$ cat src/design/sdrt_ram.sv
`timescale 1ns / 1ps
`default_nettype none
module sdrt_ram #(
  parameter int Width = 8,
  parameter int Depth = 64
) (
  input  wire logic                                     clk,
  input  wire logic                                     we,
  input  wire logic [(Depth > 1 ? $clog2(Depth) : 1)-1:0] waddr,
  input  wire logic [Width-1:0]                         wdata,
  input  wire logic [(Depth > 1 ? $clog2(Depth) : 1)-1:0] raddr,
  output logic      [Width-1:0]                         rdata
);
  logic [Width-1:0] mem [Depth];
  always_ff @(posedge clk) begin
    if (we) mem[waddr] <= wdata;
    rdata <= mem[raddr];
  end
endmodule
`default_nettype wire

$ cat config.mk
export PLATFORM = sky130hd
export DESIGN_NAME = sdrt_ram
export DESIGN_NICKNAME = d
export VERILOG_FILES = /design/src/design/sdrt_ram.sv
export SDC_FILE = /design/constraint.sdc
export NUM_CORES = 1
export LEC_CHECK = 0
export BUFFER_PORTS_ARGS = -buffer_cell sky130_fd_sc_hd__buf_4
export CORE_MARGIN = 2
export CORE_UTILIZATION = 35
export DETAILED_ROUTE_END_ITERATION = 16
export PLACE_DENSITY = 0.48
export SYNTH_ARGS = -nofsm -noshare
export SYNTH_HDL_FRONTEND = slang
export SYNTH_SLANG_ARGS = --single-unit
$ cat constraint.sdc
create_clock -name clk -period 3.9 [get_ports clk]
set_input_delay 0.78 -clock clk [delete_from_list [all_inputs] [get_ports clk]]
set_output_delay 0.78 -clock clk [all_outputs]
set_load 0.1 [all_outputs]
==> metrics.md, run 1 <==
| Metric | Value |
|---|---|
| WS Path Type | `primary input to register` |
| Total congestion overflow | `0` |
| Final setup viols | `0` |
| # hold bufs at CTS | `0` |
| Share of layout cells above drive strength 1 | `0.296` |
| R2R depth | `5` |
| Worst path arrival time | `around 3 ns` |
| Post-Synthesis Cell Area | `~0.020 mm2` |
| Clock transition at path regs | `0.06 ns` |
| Pin slew with the least headroom to its limit | `about 0.89 ns` |
| CP endpoint kind | `register` |
| Global-route wire length before repair | `about 71000 um` |
| Worst Hold Path EP | `rdata[6]$_DFF_P_` |
| Finished Layout Cells | `1853` |
| Initial antenna violation count | `1` |
| Fin. max-slew vios | `0` |
| Ys Warns | `0` |
| Minimum clock period | `2.52 ns` |
| Port-buffer cells | `29` |
| Die ar. | `roughly 0.06 mm2` |
| GRT Total Usage | `0.166` |
| Number of global-route vias before repair | `a little under 10000` |
| CTS Sinks | `between 500 and 600` |
| Area leader, netlist | `edfxtp_1` |
| Layout area overhead | `15.9%` |
| RSZ-0062 raised after global routing | `false` |
| Rows | `87` |
| Slew headroom | `0.405` |
| Fraction of registers with async set/reset | `0` |
| Post-Synth Simple-Gate Area | `0.0339` |
| Mux contribution to synthesized area | `0.159` |
| Core Region | `0.0567 mm2` |
| Cell count after synthesis | `940` |
| Syn avg cell area | `21.5 um2` |
| XOR/XNOR share of the synthesized area | `0` |
| Detail Route Antenna Nets | `0` |
| IO Pins | `30` |
| Worst skew pair latency | `around 0.60 ns` |
| DP Wirelength | `29100 um` |
| Unique masters post-synth | `40` |
| TritonCTS clock tree | `done` |
| Cell count after placement | `1753` |
| Die height | `between 200 and 250 um` |
| CTS Buf Count | `53` |
| Final instance area | `around 0.023 mm2` |
| CTS H-tree lvls | `2` |
| Hold Crit Class | `primary input to register` |
| Max Cap Viol | `0` |
| Main combinational cell family by area after synthesis | `multiplexers` |
| Hold-critical path depth | `3` |
| Setup TNS | `0 ns` |
| Static Leak | `about 7.4 nW` |
| Most used DFF post-synth | `edfxtp_1` |
| Synth Area in Adders | `0` |
| Hold Crit Start | `raddr[5]` |
| 1st-iter DRT viols | `between 800 and 900` |
| Post-layout net count | `1074` |
| Vias per std cell | `5.24` |
| Fmax | `~0.4 GHz` |
| Yosys reg bits | `520` |
| Maximum fanout along the worst path | `25` |
| Post-CTS setup repair buffer count | `0` |
| Placed Area | `0.0217 mm2` |
| DR WL/cell | `between 20 and 30 um` |
| Peak supply drop | `359 uV` |
| Final hold viol count | `0` |
| DRT Wirelength | `48600 um` |
| Register area share after synthesis | `0.770` |
| Reg-to-reg critical path startpoint | `mem[20][6]$_DFFE_PP_` |
| Synth top area share | `0.762` |
| Startpoint types | `primary input` |
| Total power | `between 10 and 15 mW` |
| Crit share post-route | `0.645` |
| Synth area leaders | `edfxtp_1, mux4_2, nor2_1, mux2i_1, dfxtp_1` |
| 1st-pass router iterations | `5` |
| PD cells | `~510 mW/mm2` |
| Root Driver | `clkbuf_16` |
| Post-synth top cells | `edfxtp_1, mux4_2, nor2_1` |
| GPL Wtd Cong | `0.725` |
| Status | `finished clean` |
| Die W | `about 240 um` |
| Number of enable flip-flop cells after synthesis | `512` |
| DR vias | `9710` |
| Reg-to-reg slack, setup | `1.92 ns` |
| Critical R2R Capture | `rdata[6]$_DFF_P_` |
| Synthesized net count | `about 960` |
| Pin count of the biggest net entering global routing | `65` |
| Initial Util | `0.356` |
| Hold WS | `0.602 ns` |
| Filler instances | `4944` |
| Compound-Gate Fraction of Synth Area | `0.0207` |
| PostCTS Resize Cnt | `0` |
| Clock buffer depth | `3` |
| Most frequent cell after synthesis | `edfxtp_1` |
| DRC errors left | `0` |
| Ant diodes | `0` |
| CP required | `4.37 ns` |
| Clk_skew | `just over 0.02 ns` |
## cell usage in the layout (no fill, tap or decap), types with 4 or more instances in the layout
cell and n:
buf_4 103, nand2_1 19, clkbuf_16 55, nand2b_1 7, mux2i_1 23, o221ai_1 8
buf_12 4, nand3_1 13, nor2b_1 14, dfxtp_1 8, mux4_2 126, a221oi_1 6
clkbuf_1 9, nor2_1 83, clkinv_2 15, edfxtp_1 512, o22ai_1 8, nor3_1 7
bufinv_16 5, a211oi_1 4, clkinv_1 15, mux2_2 13
## worst max-delay path, cell delays in order
cell	delay [ns]
buf_8	0.27
buf_4	0.35
mux4_2	0.53
mux2_2	0.28
o221a_2	0.28
nor3_1	0.34
o32ai_1	0.15
## layer usage
metal  part of all wire  vias to the layer above  global-route usage  wire length (um)
met5                  0                        -                   0                 0
met4              0.022                        0              0.0468              1060
met3              0.045                       72              0.0235              2170
met2               0.46                      239               0.254             22500
met1               0.47                     5251               0.248             22800
li1                   -                     4148                   -                 -
## layout make-up
class,count,area (um2),share of cell area
Timing Repair Buffer,108,868,0.0372
Tap cell,756,946,0.0405
Clock inverter,36,290,0.0124
Sequential cell,520,15500,0.665
Clock buffer,64,1410,0.0604
Multi-Input combinational cell,369,4320,0.185
## per-stage QoR
| step | util | worst slack [ns] |
|---|---|---|
| after floorplan | - | 1.45 |
| after global placement | 0.382 | 0.732 |
| after detailed placement | 0.382 | 0.701 |
| after CTS | 0.412 | 1.35 |
| after global routing | 0.412 | 1.26 |
| final | 0.412 | 1.38 |
## worst max-delay path by stage
stage	startpoint	to	slack, ns	cells past startpoint
after floorplan	raddr[1]	rdata[3]$_DFF_P_	1.45	7
after global placement	raddr[2]	rdata[7]$_DFF_P_	0.73	6
after detailed placement	raddr[0]	rdata[6]$_DFF_P_	0.70	7
after CTS	raddr[0]	rdata[6]$_DFF_P_	1.35	7
after global routing	raddr[0]	rdata[6]$_DFF_P_	1.26	7
final	raddr[0]	rdata[6]$_DFF_P_	1.38	7
## registers in the layout (all words and copies together), names as in the netlist
register,flops
mem,512
rdata,8
## report_power, final
part	switching, mW	internal (mW)	total (mW)
logic	0.443	0.233	0.676
registers	0.0196	6.19	6.21
clock network	2.09	2.89	4.98
total	2.55	9.31	11.9
## kinds of logic (layout without fill, tap and decap cells)
kind of cell / Yosys count / count (layout)
simple gates: 153 / 153
buf+inv: 51 / 208
flops: 520 / 520
compound gates: 54 / 54
mux: 162 / 162
Power figures use the tool's default switching activity.
==> inputs of run 2 (changes only) <==
ABC_AREA = 1   (was unset)
clock period = 2.5 ns   (was 3.9 ns; I/O delays follow)
==> run 2 against run 1 <==
Count of clock-buffer cells in the layout rose by 11. Register-to-register slack got worse by 0.92 ns. First-iteration DRC count rose by 38%. Die area rose by 5.7%. Largest cell class unchanged. Combinational power rose by 97%. Worst hold slack got worse by 0.36 ns. Critical path depth fell by 6. Utilization fell by 0.40 points.
==> metrics.md, run 2 <==
| Metric | Value |
|---|---|
| Max Cap Viol | `0 (unchanged)` |
| Clock buffer depth | `3 (unchanged)` |
| Fmax | `0.544 GHz` |
| Placed Area | `0.0228 mm2 (was 0.0217 mm2)` |
| Share of layout cells above drive strength 1 | `0.117 (was 0.296)` |
| Post-synth top cells | `nand2_1, edfxtp_1, nand3_1 (was edfxtp_1, mux4_2, nor2_1)` |
| Slew headroom | `0.440 (was 0.405)` |
| Pin slew with the least headroom to its limit | `0.840 ns (was 0.889 ns)` |
| Number of enable flip-flop cells after synthesis | `512 (unchanged)` |
| Final hold viol count | `0 (unchanged)` |
| Hold Crit Class | `primary input to register (unchanged)` |
| Largest reg by FF count | `mem (unchanged)` |
| CTS Sinks | `520 (unchanged)` |
| 1st-pass router iterations | `5 (unchanged)` |
| Grt met3 use | `0.0242 (was 0.0235)` |
| Die height | `251 um (was 244 um)` |
| Initial Util | `0.354 (was 0.356)` |
| Post-layout net count | `1914 (was 1074)` |
| # hold bufs at CTS | `0 (unchanged)` |
| Final setup viols | `0 (unchanged)` |
| Pre-CTS WS | `0.228 ns (was 0.701 ns)` |
| Die ar. | `0.0630 mm2 (was 0.0596 mm2)` |
| Biggest regs | `mem: 512 flops, rdata: 8 flops (unchanged)` |
| Status | `finished clean (unchanged)` |
| Finished Layout Cells | `2718 (was 1853)` |
| Initial antenna violation count | `0 (was 1)` |
| Hold WS | `0.242 ns (was 0.602 ns)` |
| Static Leak | `8.94 nW (was 7.37 nW)` |
| Rows | `90 (was 87)` |
| Fraction of registers with async set/reset | `0 (unchanged)` |
| Worst path max stage delay | `0.40 ns (was 0.53 ns)` |
| Ys Warns | `0 (unchanged)` |
| Core Region | `0.0604 mm2 (was 0.0567 mm2)` |
| CTS Buf Count | `55 (was 53)` |
| Cell-by-cell trace of the critical path | `buf_4 (was buf_8 -> buf_4 -> mux4_2 -> mux2_2 -> o221a_2 -> nor3_1 -> o32ai_1)` |
| PostCTS Resize Cnt | `0 (unchanged)` |
| WS Path Type | `register to output pin (was primary input to register)` |
| Fin. max-slew vios | `0 (unchanged)` |
| CTS H-tree lvls | `2 (unchanged)` |
| Root Driver | `clkbuf_16 (unchanged)` |
| Cell count after synthesis | `1805 (was 940)` |
| Peak supply drop | `558 uV (was 359 uV)` |
| Synth area leaders | `edfxtp_1, nand2_1, nand3_1, buf_6, nor2_1 (was edfxtp_1, mux4_2, nor2_1, mux2i_1, dfxtp_1)` |
| Met1 usage | `0.265 (was 0.248)` |
| Global Route met2 Usage | `0.302 (was 0.254)` |
| Die W | `251 um (was 244 um)` |
| DR WL/cell | `21.5 um (was 26.2 um)` |
| Post-Synthesis Cell Area | `0.0213 mm2 (was 0.0202 mm2)` |
| Ant diodes | `0 (unchanged)` |
| Worst skew pair latency | `0.61 ns (was 0.60 ns)` |
| Area leader, netlist | `edfxtp_1 (unchanged)` |
| Detail Route Antenna Nets | `0 (unchanged)` |
| GRT Max-Usage Layer | `met2 (unchanged)` |
| Setup TNS | `0 ns (unchanged)` |
| CP required | `2.00 ns (was 4.37 ns)` |
| Most common cell after layout, fill and taps aside | `nand2_1 (was edfxtp_1)` |
| Most used DFF post-synth | `edfxtp_1 (unchanged)` |
| Crit path max-delay family | `flip-flops (was multiplexers)` |
| Total power | `19.2 mW (was 11.9 mW)` |
| Global-route wire length before repair | `88600 um (was 71400 um)` |
| Crit-path slowest cell | `dfxtp_1 (was mux4_2)` |
| Unique masters post-synth | `16 (was 40)` |
| RSZ-0062 raised after global routing | `false (unchanged)` |
| Register area | `0.0155 mm2 (unchanged)` |
| Reg-to-reg slack, setup | `1.00 ns (was 1.92 ns)` |
| DRT Wirelength | `58500 um (was 48600 um)` |
| TritonCTS clock tree | `done (unchanged)` |
| Maximum fanout along the worst path | `1 (was 25)` |
| GPL Wtd Cong | `0.784 (was 0.725)` |
| Core Util, Final | `0.408 (was 0.412)` |
| DR vias | `13800 (was 9710)` |
| IO Pins | `30 (unchanged)` |
| Worst path arrival time | `1.34 ns (was 2.99 ns)` |
| PD cells | `779 mW/mm2 (was 508 mW/mm2)` |
| Synth top area share | `0.720 (was 0.762)` |
| Filler instances | `5782 (was 4944)` |
| Vias per std cell | `5.07 (was 5.24)` |
| Max reg flops | `512 (unchanged)` |
| Post-CTS setup repair buffer count | `0 (unchanged)` |
| Layout area overhead | `15.4% (was 15.9%)` |
| Crit share post-route | `0.736` |
| DRC errors left | `0 (unchanged)` |
| Clock transition at path regs | `0.06 ns (about the same)` |
| Cell count after placement | `2617 (was 1753)` |
| DP Wirelength | `35000 um (was 29100 um)` |
| Yosys reg bits | `520 (unchanged)` |
| Startpoint types | `register (was primary input)` |
| Total congestion overflow | `0 (unchanged)` |
| Synthesized net count | `1827 (was 962)` |
| Most frequent cell after synthesis | `nand2_1 (was edfxtp_1)` |
| Minimum clock period | `1.84 ns` |
| Final instance area | `0.0246 mm2 (was 0.0234 mm2)` |
| Most frequent cells in the layout | `nand2_1, edfxtp_1, nand3_1 (was edfxtp_1, mux4_2, buf_4)` |
| Syn avg cell area | `11.8 um2 (was 21.5 um2)` |
| Port-buffer cells | `29 (unchanged)` |
| CP bufs+invs | `1 (was 2)` |
| GRT Total Usage | `0.187 (was 0.166)` |
| Multi-input logic area | `0.00495 mm2 (was 0.00432 mm2)` |
| CP endpoint kind | `output pin (was register)` |
| Number of global-route vias before repair | `14000 (was 9905)` |
| 1st-iter DRT viols | `1197 (was 866)` |
| Pin count of the biggest net entering global routing | `79 (was 65)` |
| Register area share after synthesis | `0.728 (was 0.770)` |
| Fin worst setup slack | `0.661 ns (was 1.38 ns)` |
| Clk_skew | `0.00996 ns (was 0.0206 ns)` |
run 2: cell count changes in the layout (fill, tap and decap cells not counted), moves of 21 or more:
| cell | delta |
|---|---|
| mux2i_1 | -23 |
| buf_4 | +21 |
| nand3_1 | +426 |
| nor2_1 | -27 |
| nand2_1 | +629 |
| mux4_2 | -126 |
run 2: power by group:
group | leakage (nW) | internal (mW) | total (mW) | switching [mW]
clock | 0.884 | 4.84 | 8.18 | 3.35
sequential | 4.67 | 9.65 | 9.67 | 0.0248
combinational | 3.39 | 0.338 | 1.33 | 0.995
total | 8.94 | 14.8 | 19.2 | 4.37
run 2: cells by family after synthesis:
logic type | share of synthesized area
simple gates | 0.232
buf+inv | 0.0402
flops | 0.728
run 2: area by class of cell:
| type | count | share of cell area |
|---|---|---|
| Sequential cell | 520 | 0.631 |
| Multi-Input combinational cell | 1160 | 0.201 |
| Clock buffer | 75 | 0.0631 |
| Timing Repair Buffer | 143 | 0.0530 |
| Tap cell | 782 | 0.0397 |
| Clock inverter | 26 | 0.0103 |
| Inverter | 12 | 0.00224 |
run 2: worst paths after layout:
path,startpoint,endpoint,cells after the start
worst max-delay path,rdata[7]$_DFF_P_,rdata[7],1
worst min-delay path,raddr[5],rdata[0]$_DFF_P_,3
worst max register to register,mem[34][4]$_DFFE_PP_,rdata[4]$_DFF_P_,8
worst min register to register,mem[48][2]$_DFFE_PP_,rdata[2]$_DFF_P_,8
run 2: layer usage:
metal  share of wire  vias up
met4           0.022        0
met2            0.47      315
met3           0.045       87
met5               0        -
met1            0.47     6865
li1                -     6518
